## src/design/sedf_pkg.sv

```systemverilog
// ---------------------------------------------------------------------------
// sedf_pkg
// Shared types and constants of the start/end byte frame deframer.
// ---------------------------------------------------------------------------
`timescale 1ns / 1ps

package sedf_pkg;

  localparam int unsigned MAX_WORDS_DEF = 16;

  localparam logic [7:0] START_BYTE_RST = 8'd1;
  localparam logic [7:0] END_BYTE_RST   = 8'd23;

  localparam int unsigned CFG_IDX_W = 1;
  localparam logic [CFG_IDX_W-1:0] CFG_START_IDX = 1'b0;
  localparam logic [CFG_IDX_W-1:0] CFG_END_IDX   = 1'b1;

  typedef enum logic [1:0] {
    KIND_DATA  = 2'd0,
    KIND_EMPTY = 2'd1,
    KIND_ERROR = 2'd2
  } kind_e;

  typedef enum logic [1:0] {
    ST_IDLE,
    ST_COLLECT,
    ST_READ,
    ST_LOAD
  } state_e;

  typedef struct packed {
    logic store_byte;
    logic close;
    logic rd_issue;
    logic load_word;
    logic next_word;
  } ctrl_cmd_t;

  typedef struct packed {
    logic is_start;
    logic is_end;
    logic close_data;
    logic out_free;
    logic last_word;
  } dp_status_t;

endpackage

```

## src/design/sedf_ctrl.sv

```systemverilog
// ---------------------------------------------------------------------------
// sedf_ctrl
// Frame state machine: opens and closes frames and sequences word output.
// ---------------------------------------------------------------------------
`timescale 1ns / 1ps

module sedf_ctrl (
  input  logic                   clk_i,
  input  logic                   rst_ni,
  input  logic                   in_valid_i,
  output logic                   in_stall_o,
  input  sedf_pkg::dp_status_t   status_i,
  output sedf_pkg::ctrl_cmd_t    cmd_o
);

  sedf_pkg::state_e state_q, state_d;

  always_ff @(posedge clk_i or negedge rst_ni) begin
    if (!rst_ni) begin
      state_q <= sedf_pkg::ST_IDLE;
    end else begin
      state_q <= state_d;
    end
  end

  always_comb begin
    state_d    = state_q;
    cmd_o      = '0;
    in_stall_o = 1'b0;
    unique case (state_q)
      sedf_pkg::ST_IDLE: begin
        if (in_valid_i && status_i.is_start) begin
          state_d = sedf_pkg::ST_COLLECT;
        end
      end
      sedf_pkg::ST_COLLECT: begin
        // hold a closing byte until the output register can take a result
        in_stall_o = status_i.is_end && !status_i.out_free;
        if (in_valid_i && !in_stall_o) begin
          if (status_i.is_end) begin
            cmd_o.close = 1'b1;
            state_d     = status_i.close_data ? sedf_pkg::ST_READ : sedf_pkg::ST_IDLE;
          end else begin
            cmd_o.store_byte = 1'b1;
          end
        end
      end
      sedf_pkg::ST_READ: begin
        in_stall_o     = 1'b1;
        cmd_o.rd_issue = 1'b1;
        state_d        = sedf_pkg::ST_LOAD;
      end
      sedf_pkg::ST_LOAD: begin
        in_stall_o = 1'b1;
        if (status_i.out_free) begin
          cmd_o.load_word = 1'b1;
          if (status_i.last_word) begin
            state_d = sedf_pkg::ST_IDLE;
          end else begin
            cmd_o.next_word = 1'b1;
            state_d         = sedf_pkg::ST_READ;
          end
        end
      end
      default: begin
        state_d = sedf_pkg::ST_IDLE;
      end
    endcase
  end

endmodule

```

## src/design/sedf_datapath.sv

```systemverilog
// ---------------------------------------------------------------------------
// sedf_datapath
// Config registers, frame counters, word store and output register.
// ---------------------------------------------------------------------------
`timescale 1ns / 1ps

module sedf_datapath #(
  parameter int unsigned MAX_WORDS = sedf_pkg::MAX_WORDS_DEF
) (
  input  logic                           clk_i,
  input  logic                           rst_ni,
  input  logic                           cfg_valid_i,
  input  logic [sedf_pkg::CFG_IDX_W-1:0] cfg_index_i,
  input  logic [7:0]                     cfg_data_i,
  input  logic [7:0]                     in_byte_i,
  input  sedf_pkg::ctrl_cmd_t            cmd_i,
  output sedf_pkg::dp_status_t           status_o,
  output logic                           out_valid_o,
  input  logic                           out_stall_i,
  output logic [1:0]                     kind_o,
  output logic [7:0]                     packet_id_o,
  output logic [4:0]                     word_count_o,
  output logic [3:0]                     word_index_o,
  output logic [31:0]                    data_word_o,
  output logic                           last_o
);

  localparam int unsigned STORE_DEPTH = 2 + 4 * MAX_WORDS;
  localparam int unsigned CW = $clog2(STORE_DEPTH + 1);
  localparam int unsigned AW = (MAX_WORDS > 1) ? $clog2(MAX_WORDS) : 1;

  logic [7:0]      start_q, start_d, end_q, end_d;
  logic [CW-1:0]   bc_q, bc_d;
  logic            ovf_q, ovf_d;
  logic [7:0]      id_q, id_d, n_q, n_d;
  logic [23:0]     asm_q, asm_d;
  logic [AW-1:0]   wc_q, wc_d;
  logic [31:0]     rdata_q;
  logic [31:0]     mem [MAX_WORDS];

  logic            out_valid_q, out_valid_d;
  sedf_pkg::kind_e kind_q, kind_d;
  logic [7:0]      pid_q, pid_d;
  logic [4:0]      cnt_q, cnt_d;
  logic [3:0]      idx_q, idx_d;
  logic [31:0]     word_q, word_d;
  logic            last_q, last_d;

  logic [CW-1:0]   pay;
  logic [1:0]      lane;
  logic [AW-1:0]   wr_addr;
  logic            wr_en;
  logic [9:0]      pay10;
  logic            bad;
  logic            out_free;
  logic [31:0]     wc_ext;

  assign pay     = bc_q - CW'(2);
  assign lane    = pay[1:0];
  assign wr_addr = AW'(pay[CW-1:2]);
  assign wr_en   = cmd_i.store_byte && (bc_q != CW'(STORE_DEPTH)) && (bc_q >= CW'(2))
                   && (lane == 2'd3);
  assign pay10   = 10'(bc_q) - 10'd2;
  assign bad     = ovf_q || (bc_q < CW'(2)) || (n_q > 8'(MAX_WORDS))
                   || (pay10 != {n_q, 2'b00});
  assign out_free = !out_valid_q || !out_stall_i;
  assign wc_ext   = 32'(wc_q);

  assign status_o.is_start   = (in_byte_i == start_q);
  assign status_o.is_end     = (in_byte_i == end_q);
  assign status_o.close_data = !bad && (n_q != 8'd0);
  assign status_o.out_free   = out_free;
  assign status_o.last_word  = ((8'(wc_q) + 8'd1) == n_q);

  always_comb begin
    start_d = start_q;
    end_d   = end_q;
    if (cfg_valid_i) begin
      unique case (cfg_index_i)
        sedf_pkg::CFG_START_IDX: start_d = cfg_data_i;
        sedf_pkg::CFG_END_IDX:   end_d   = cfg_data_i;
        default: ;
      endcase
    end
  end

  always_comb begin
    bc_d  = bc_q;
    ovf_d = ovf_q;
    id_d  = id_q;
    n_d   = n_q;
    asm_d = asm_q;
    wc_d  = wc_q;
    if (cmd_i.store_byte) begin
      if (bc_q == CW'(STORE_DEPTH)) begin
        // drop the byte, frame is reported as an error on close
        ovf_d = 1'b1;
      end else begin
        bc_d = bc_q + CW'(1);
        if (bc_q == CW'(0)) begin
          id_d = in_byte_i;
        end else if (bc_q == CW'(1)) begin
          n_d = in_byte_i;
        end else begin
          unique case (lane)
            2'd0:    asm_d[7:0]   = in_byte_i;
            2'd1:    asm_d[15:8]  = in_byte_i;
            2'd2:    asm_d[23:16] = in_byte_i;
            default: ;
          endcase
        end
      end
    end
    if (cmd_i.close) begin
      bc_d  = '0;
      ovf_d = 1'b0;
      wc_d  = '0;
    end else if (cmd_i.next_word) begin
      wc_d = wc_q + AW'(1);
    end
  end

  always_comb begin
    out_valid_d = out_valid_q && out_stall_i;
    kind_d      = kind_q;
    pid_d       = pid_q;
    cnt_d       = cnt_q;
    idx_d       = idx_q;
    word_d      = word_q;
    last_d      = last_q;
    if (cmd_i.close && bad) begin
      out_valid_d = 1'b1;
      kind_d      = sedf_pkg::KIND_ERROR;
      pid_d       = (bc_q != CW'(0)) ? id_q : 8'd0;
      cnt_d       = 5'd0;
      idx_d       = 4'd0;
      word_d      = 32'd0;
      last_d      = 1'b1;
    end else if (cmd_i.close && (n_q == 8'd0)) begin
      out_valid_d = 1'b1;
      kind_d      = sedf_pkg::KIND_EMPTY;
      pid_d       = id_q;
      cnt_d       = 5'd0;
      idx_d       = 4'd0;
      word_d      = 32'd0;
      last_d      = 1'b1;
    end else if (cmd_i.load_word) begin
      out_valid_d = 1'b1;
      kind_d      = sedf_pkg::KIND_DATA;
      pid_d       = id_q;
      cnt_d       = n_q[4:0];
      idx_d       = wc_ext[3:0];
      word_d      = rdata_q;
      last_d      = status_o.last_word;
    end
  end

  always_ff @(posedge clk_i or negedge rst_ni) begin
    if (!rst_ni) begin
      start_q     <= sedf_pkg::START_BYTE_RST;
      end_q       <= sedf_pkg::END_BYTE_RST;
      bc_q        <= '0;
      ovf_q       <= 1'b0;
      wc_q        <= '0;
      out_valid_q <= 1'b0;
    end else begin
      start_q     <= start_d;
      end_q       <= end_d;
      bc_q        <= bc_d;
      ovf_q       <= ovf_d;
      wc_q        <= wc_d;
      out_valid_q <= out_valid_d;
    end
  end

  always_ff @(posedge clk_i) begin
    id_q   <= id_d;
    n_q    <= n_d;
    asm_q  <= asm_d;
    kind_q <= kind_d;
    pid_q  <= pid_d;
    cnt_q  <= cnt_d;
    idx_q  <= idx_d;
    word_q <= word_d;
    last_q <= last_d;
  end

  // word store: one write per completed word, registered read
  always_ff @(posedge clk_i) begin
    if (wr_en) begin
      mem[wr_addr] <= {in_byte_i, asm_q};
    end
    if (cmd_i.rd_issue) begin
      rdata_q <= mem[wc_q];
    end
  end

  assign out_valid_o  = out_valid_q;
  assign kind_o       = kind_q;
  assign packet_id_o  = pid_q;
  assign word_count_o = cnt_q;
  assign word_index_o = idx_q;
  assign data_word_o  = word_q;
  assign last_o       = last_q;

endmodule

```

## src/design/soh_etb_frame_deframer.sv

```systemverilog
// ---------------------------------------------------------------------------
// soh_etb_frame_deframer
// Start/end byte framed packet deframer, one received byte per transfer.
// ---------------------------------------------------------------------------
// Input channel: in_valid_i / in_stall_o carry one byte per transfer. While
// idle a start byte opens a frame; while collecting the end byte closes it and
// every other byte is stored. Byte 0 is the packet id, byte 1 the word count.
// Output channel: out_valid_o / out_stall_i carry one result per transfer:
// data words (little-endian), an empty packet, or an error, last_o on the
// final result of a frame.
// Config port: cfg_valid_i / cfg_ready_o write start byte (index 0) or end
// byte (index 1); ready is always high.
// Throughput: one byte per cycle while a frame is collected. A good frame of
// n words emits its words one by one, each read from the word store and then
// loaded into the output register, and stalls the input meanwhile. Error and
// empty results appear in the cycle after the end byte is accepted.
// A stalled receiver holds the output register; a closing byte then stalls
// until the pending result transfers. Other bytes keep flowing.
// Reset: idle, counters cleared, start byte 1, end byte 23, no output.
// ---------------------------------------------------------------------------
`timescale 1ns / 1ps

module soh_etb_frame_deframer #(
  parameter int unsigned MAX_WORDS = sedf_pkg::MAX_WORDS_DEF
) (
  input  logic                           clk_i,
  input  logic                           rst_ni,
  input  logic                           cfg_valid_i,
  output logic                           cfg_ready_o,
  input  logic [sedf_pkg::CFG_IDX_W-1:0] cfg_index_i,
  input  logic [7:0]                     cfg_data_i,
  input  logic                           in_valid_i,
  output logic                           in_stall_o,
  input  logic [7:0]                     in_byte_i,
  output logic                           out_valid_o,
  input  logic                           out_stall_i,
  output logic [1:0]                     kind_o,
  output logic [7:0]                     packet_id_o,
  output logic [4:0]                     word_count_o,
  output logic [3:0]                     word_index_o,
  output logic [31:0]                    data_word_o,
  output logic                           last_o
);

  sedf_pkg::ctrl_cmd_t  cmd;
  sedf_pkg::dp_status_t status;

  assign cfg_ready_o = 1'b1;

  sedf_ctrl u_ctrl (
    .clk_i      (clk_i),
    .rst_ni     (rst_ni),
    .in_valid_i (in_valid_i),
    .in_stall_o (in_stall_o),
    .status_i   (status),
    .cmd_o      (cmd)
  );

  sedf_datapath #(
    .MAX_WORDS (MAX_WORDS)
  ) u_datapath (
    .clk_i        (clk_i),
    .rst_ni       (rst_ni),
    .cfg_valid_i  (cfg_valid_i),
    .cfg_index_i  (cfg_index_i),
    .cfg_data_i   (cfg_data_i),
    .in_byte_i    (in_byte_i),
    .cmd_i        (cmd),
    .status_o     (status),
    .out_valid_o  (out_valid_o),
    .out_stall_i  (out_stall_i),
    .kind_o       (kind_o),
    .packet_id_o  (packet_id_o),
    .word_count_o (word_count_o),
    .word_index_o (word_index_o),
    .data_word_o  (data_word_o),
    .last_o       (last_o)
  );

endmodule

```

## config.mk

```make
export PLATFORM = sky130hd
export DESIGN_NAME = soh_etb_frame_deframer
export DESIGN_NICKNAME = d
export VERILOG_FILES = /design/src/design/sedf_pkg.sv /design/src/design/sedf_ctrl.sv /design/src/design/sedf_datapath.sv /design/src/design/soh_etb_frame_deframer.sv
export SDC_FILE = /design/constraint.sdc
export NUM_CORES = 1
export LEC_CHECK = 0
export ABC_AREA = 1
export BUFFER_PORTS_ARGS = -buffer_cell sky130_fd_sc_hd__buf_2
export CAP_MARGIN = 20
export CORE_AREA = 2 2 271 273
export DETAILED_ROUTE_END_ITERATION = 8
export DIE_AREA = 0 0 273 275
export PLACE_DENSITY = 0.52
export RECOVER_POWER = 50
export SLEW_MARGIN = 20
export SYNTH_ARGS = -nofsm -noshare
export SYNTH_HDL_FRONTEND = slang
export SYNTH_SLANG_ARGS = --single-unit
```

## constraint.sdc

```tcl
create_clock -name clk_i -period 11.5 [get_ports clk_i]
set_input_delay 2.3 -clock clk_i [delete_from_list [all_inputs] [get_ports clk_i]]
set_output_delay 2.3 -clock clk_i [all_outputs]
set_load 0.1 [all_outputs]
```

==> results.py <==
metrics = {
    "cts": {
        "cts_tree": "yes",
        "ctsHoldBuffers": 0,
        "cts_buffers": 73,
        "clockBufferDepth": 3,
        "ctsResizeCount": 0,
        "cts_setup_buffers": 0,
        "h-tree-depth": 3,
        "path_clk_slew_ps": 60,
        "cts_sinks": 667,
        "worstSkewPairLatency_ps": 600,
        "root_buffer": "clkbuf_16",
    },
    "sta": {
        "slew_violations": 133,
        "tightest_slew_ps": 3600,
        "finalSetupViolCount": 0,
        "max_slew_margin": -1.40,
        "final.period_utilization": 0.605,
        "fmaxAchievable_mhz": 144,
        "fin_worst_skew_ps": 17.4,
        "finalHoldViolations": 0,
        "whs_ps": 486,
        "worst_slack_ps": 4540,
        "grt_setup_unrepaired": "false",
        "tns_ps": 0,
        "period_minus_slack_ps": 6960,
    },
    "worst_setup_path": {
        "path_class": "in2out",
        "cp_max_fo": 24,
        "arrival_ps": 4660,
        "required_ps": 9200,
        "worstSetupStartpointType": "input pin",
        "crit_path_end_kind": "output port",
    },
    "pwr": {
        "p_total_w": 0.00535,
        "p_per_area_nw_per_um2": 174,
        "p_leak_nw": 10.4,
        "ir_worst_vdd_uv": 119,
    },
    "logic_synthesis": {
        "synth.cell_area_um2": 27200,
        "synth_fp_nets": 2178,
        "synth-seq-area-share": 0.714,
        "ys_warn_count": 0,
        "syn_avg_cell_area_um2": 12.7,
        "synth-main-ff-cell": "edfxtp_1",
        "synth_edf_count": 592,
        "synthCells": 2149,
        "yosys_register_bits": 667,
        "ys_types": 45,
        "async_flop_share": 0.0465,
    },
    "routing": {
        "wl_per_cell_um": 21.3,
        "drc_errors": 0,
        "ant_nets": 0,
        "dr.pass1.iters": 5,
        "via_count": 16644,
        "routed_via_density": 5.15,
        "drt_first_iter_violations": 1377,
        "routed_wl_um": 68600,
    },
    "placed_design": {
        "gp_congestion": 0.832,
        "dpl_cell_area_um2": 28500,
        "dp_worst_setup_slack_ps": 5190,
        "dp_hpwl_um": 36000,
        "numPortBuffers": 75,
    },
    "cells_and_area": {
        "num-fill-cells": 6692,
        "antenna_cells": 0,
        "fin_area_um2": 30800,
        "final_net_count": 2241,
        "final_layout_size_suffix_gt1_frac": 0.123,
        "area_growth_pct": 13.0,
    },
    "floorplanning": {
        "io-pin-count": 77,
        "die_area_um2": 75100,
        "start_util": 0.377,
        "die_h_um": 275,
        "fp.dieW_um": 273,
        "rows": 99,
        "core_um2": 72300,
    },
    "outcome": {
        "status": "finished with violations",
        "violations": "capacitance limit, slew limit",
    },
    "grt": {
        "grt_pass1_wl_um": 102000,
        "antenna_found_initial": 1,
        "grt_pass1_vias": 16235,
        "grt_use_total": 0.183,
        "grt_max_degree": 190,
        "grt_overflow": 0,
    },
    "worst_hold_path": {
        "hold_class": "reg2reg",
    },
    "run": {
        "drv_cap": 3,
    },
}
[worst max-delay path, cell delays in order]
cell	delay (ps)
clkbuf_1	960
xnor2_1	200
nand2_1	80
nor2_1	200
nand2_1	210
o31ai_1	230
buf_2	470
[cells in the final DEF, fill, tap and decap left out, drive strengths merged, types with 13 or more instances in the layout]
master / netlist / layout
edfxtp: 592 / 592
nor2: 364 / 364
nand2: 290 / 290
o21ai: 273 / 273
clkbuf: 64 / 128
inv: 123 / 126
buf: 55 / 80
o211ai: 77 / 77
nand3: 68 / 68
mux2i: 51 / 51
o221ai: 51 / 51
dfxtp: 44 / 44
dfrtp: 26 / 26
clkinv: 2 / 21
nor3: 20 / 20
nand4: 13 / 13
[state kept, by name, indices dropped and copies added, names as in the netlist, 4 cells and up]
signal	cells
u_datapath.mem	512
u_datapath.data_word_o	32
u_datapath.rdata_q	32
u_datapath.asm_q	24
u_datapath.end_q	8
u_datapath.id_q	8
u_datapath.n_q	8
u_datapath.packet_id_o	8
u_datapath.start_q	8
u_datapath.bc_q	7
u_datapath.word_count_o	5
u_datapath.wc_q	4
u_datapath.word_index_o	4
[stage by stage]
stage | instances | util
floorplan | 2149 | -
global placement | 3096 | 0.393
detailed placement | 3096 | 0.394
CTS | 3229 | 0.426
global route | 3229 | 0.425
finish | 3229 | 0.425
[final timing paths]
check                           slack (ps)                  from  cells past startpoint                     end
worst max register to register        6290    u_datapath.wc_q[0]                      6  u_datapath.rdata_q[31]
worst min register to register         490  u_datapath.kind_o[1]                      2    u_datapath.kind_o[1]
min in group asynchronous             2210                rst_ni                      1     u_datapath.end_q[3]
worst max-delay path                  4540          in_byte_i[4]                      7              in_stall_o
worst min-delay path                   490  u_datapath.kind_o[1]                      2    u_datapath.kind_o[1]
max in group asynchronous             7960                rst_ni                      1      u_datapath.wc_q[2]
[logic make-up (layout without fill, tap and decap cells)]
logic type	count (synthesis)	after routing	share of synthesized area
AND/OR/NAND/NOR	757	757	0.127
flip-flops	667	667	0.714
AO/OA/AOI/OAI	407	407	0.0891
buffers and inverters	244	365	0.0435
multiplexers	51	51	0.0187
XOR/XNOR	15	15	0.00482
adder cells (fa/ha/maj)	7	7	0.00322
other	1	1	0.000138
[Yosys cell counts, types with 2 or more instances]
cell type	number	area share
edfxtp_1	592	0.65
nor2_1	314	0.043
nand2_1	273	0.038
o21ai_0	269	0.049
inv_1	113	0.016
o211ai_1	77	0.021
nand3_1	66	0.012
clkbuf_1	63	0.0087
mux2i_1	51	0.019
o221ai_1	51	0.016
nor2_4	46	0.019
dfxtp_1	44	0.032
dfrtp_1	26	0.024
nor3_1	20	0.0037
buf_2	19	0.0035
buf_6	18	0.0074
nand2_2	13	0.0030
nand4_1	12	0.0028
xor2_1	10	0.0032
buf_1	8	0.0011
inv_2	8	0.0011
ha_1	7	0.0032
buf_4	5	0.0014
dfstp_2	5	0.0048
xnor2_1	5	0.0016
a21oi_1	4	0.00073
buf_12	4	0.0029
o21ai_1	4	0.00073
nand2_4	3	0.0012
nor2_2	3	0.00069
clkinv_1	2	0.00028
[routing by layer]
layer | global-route usage | wire length, um | vias up
met5 | 0 | 0 | -
met4 | 0.0670 | 1980 | 0
met3 | 0.0284 | 3400 | 107
met2 | 0.309 | 33700 | 417
met1 | 0.238 | 29600 | 8320
li1 | - | - | 7800
[power by group]
| group | internal [W] | total [W] | switching [W] |
|---|---|---|---|
| clock network | 0.00140 | 0.00232 | 0.000923 |
| registers | 0.00269 | 0.00275 | 0.0000602 |
| logic | 0.0000724 | 0.000282 | 0.000209 |
| total | 0.00416 | 0.00535 | 0.00119 |
[final cells by class]
| class | count | area, um^2 | area share |
|---|---|---|---|
| Sequential cell | 667 | 19400 | 0.632 |
| Timing Repair Buffer | 107 | 589 | 0.0192 |
| Clock inverter | 32 | 367 | 0.0119 |
| Inverter | 125 | 482 | 0.0157 |
| Multi-Input combinational cell | 1238 | 6690 | 0.217 |
| Clock buffer | 101 | 2000 | 0.0649 |
| Tap cell | 959 | 1200 | 0.0390 |
(Power assumes the default switching activity.)
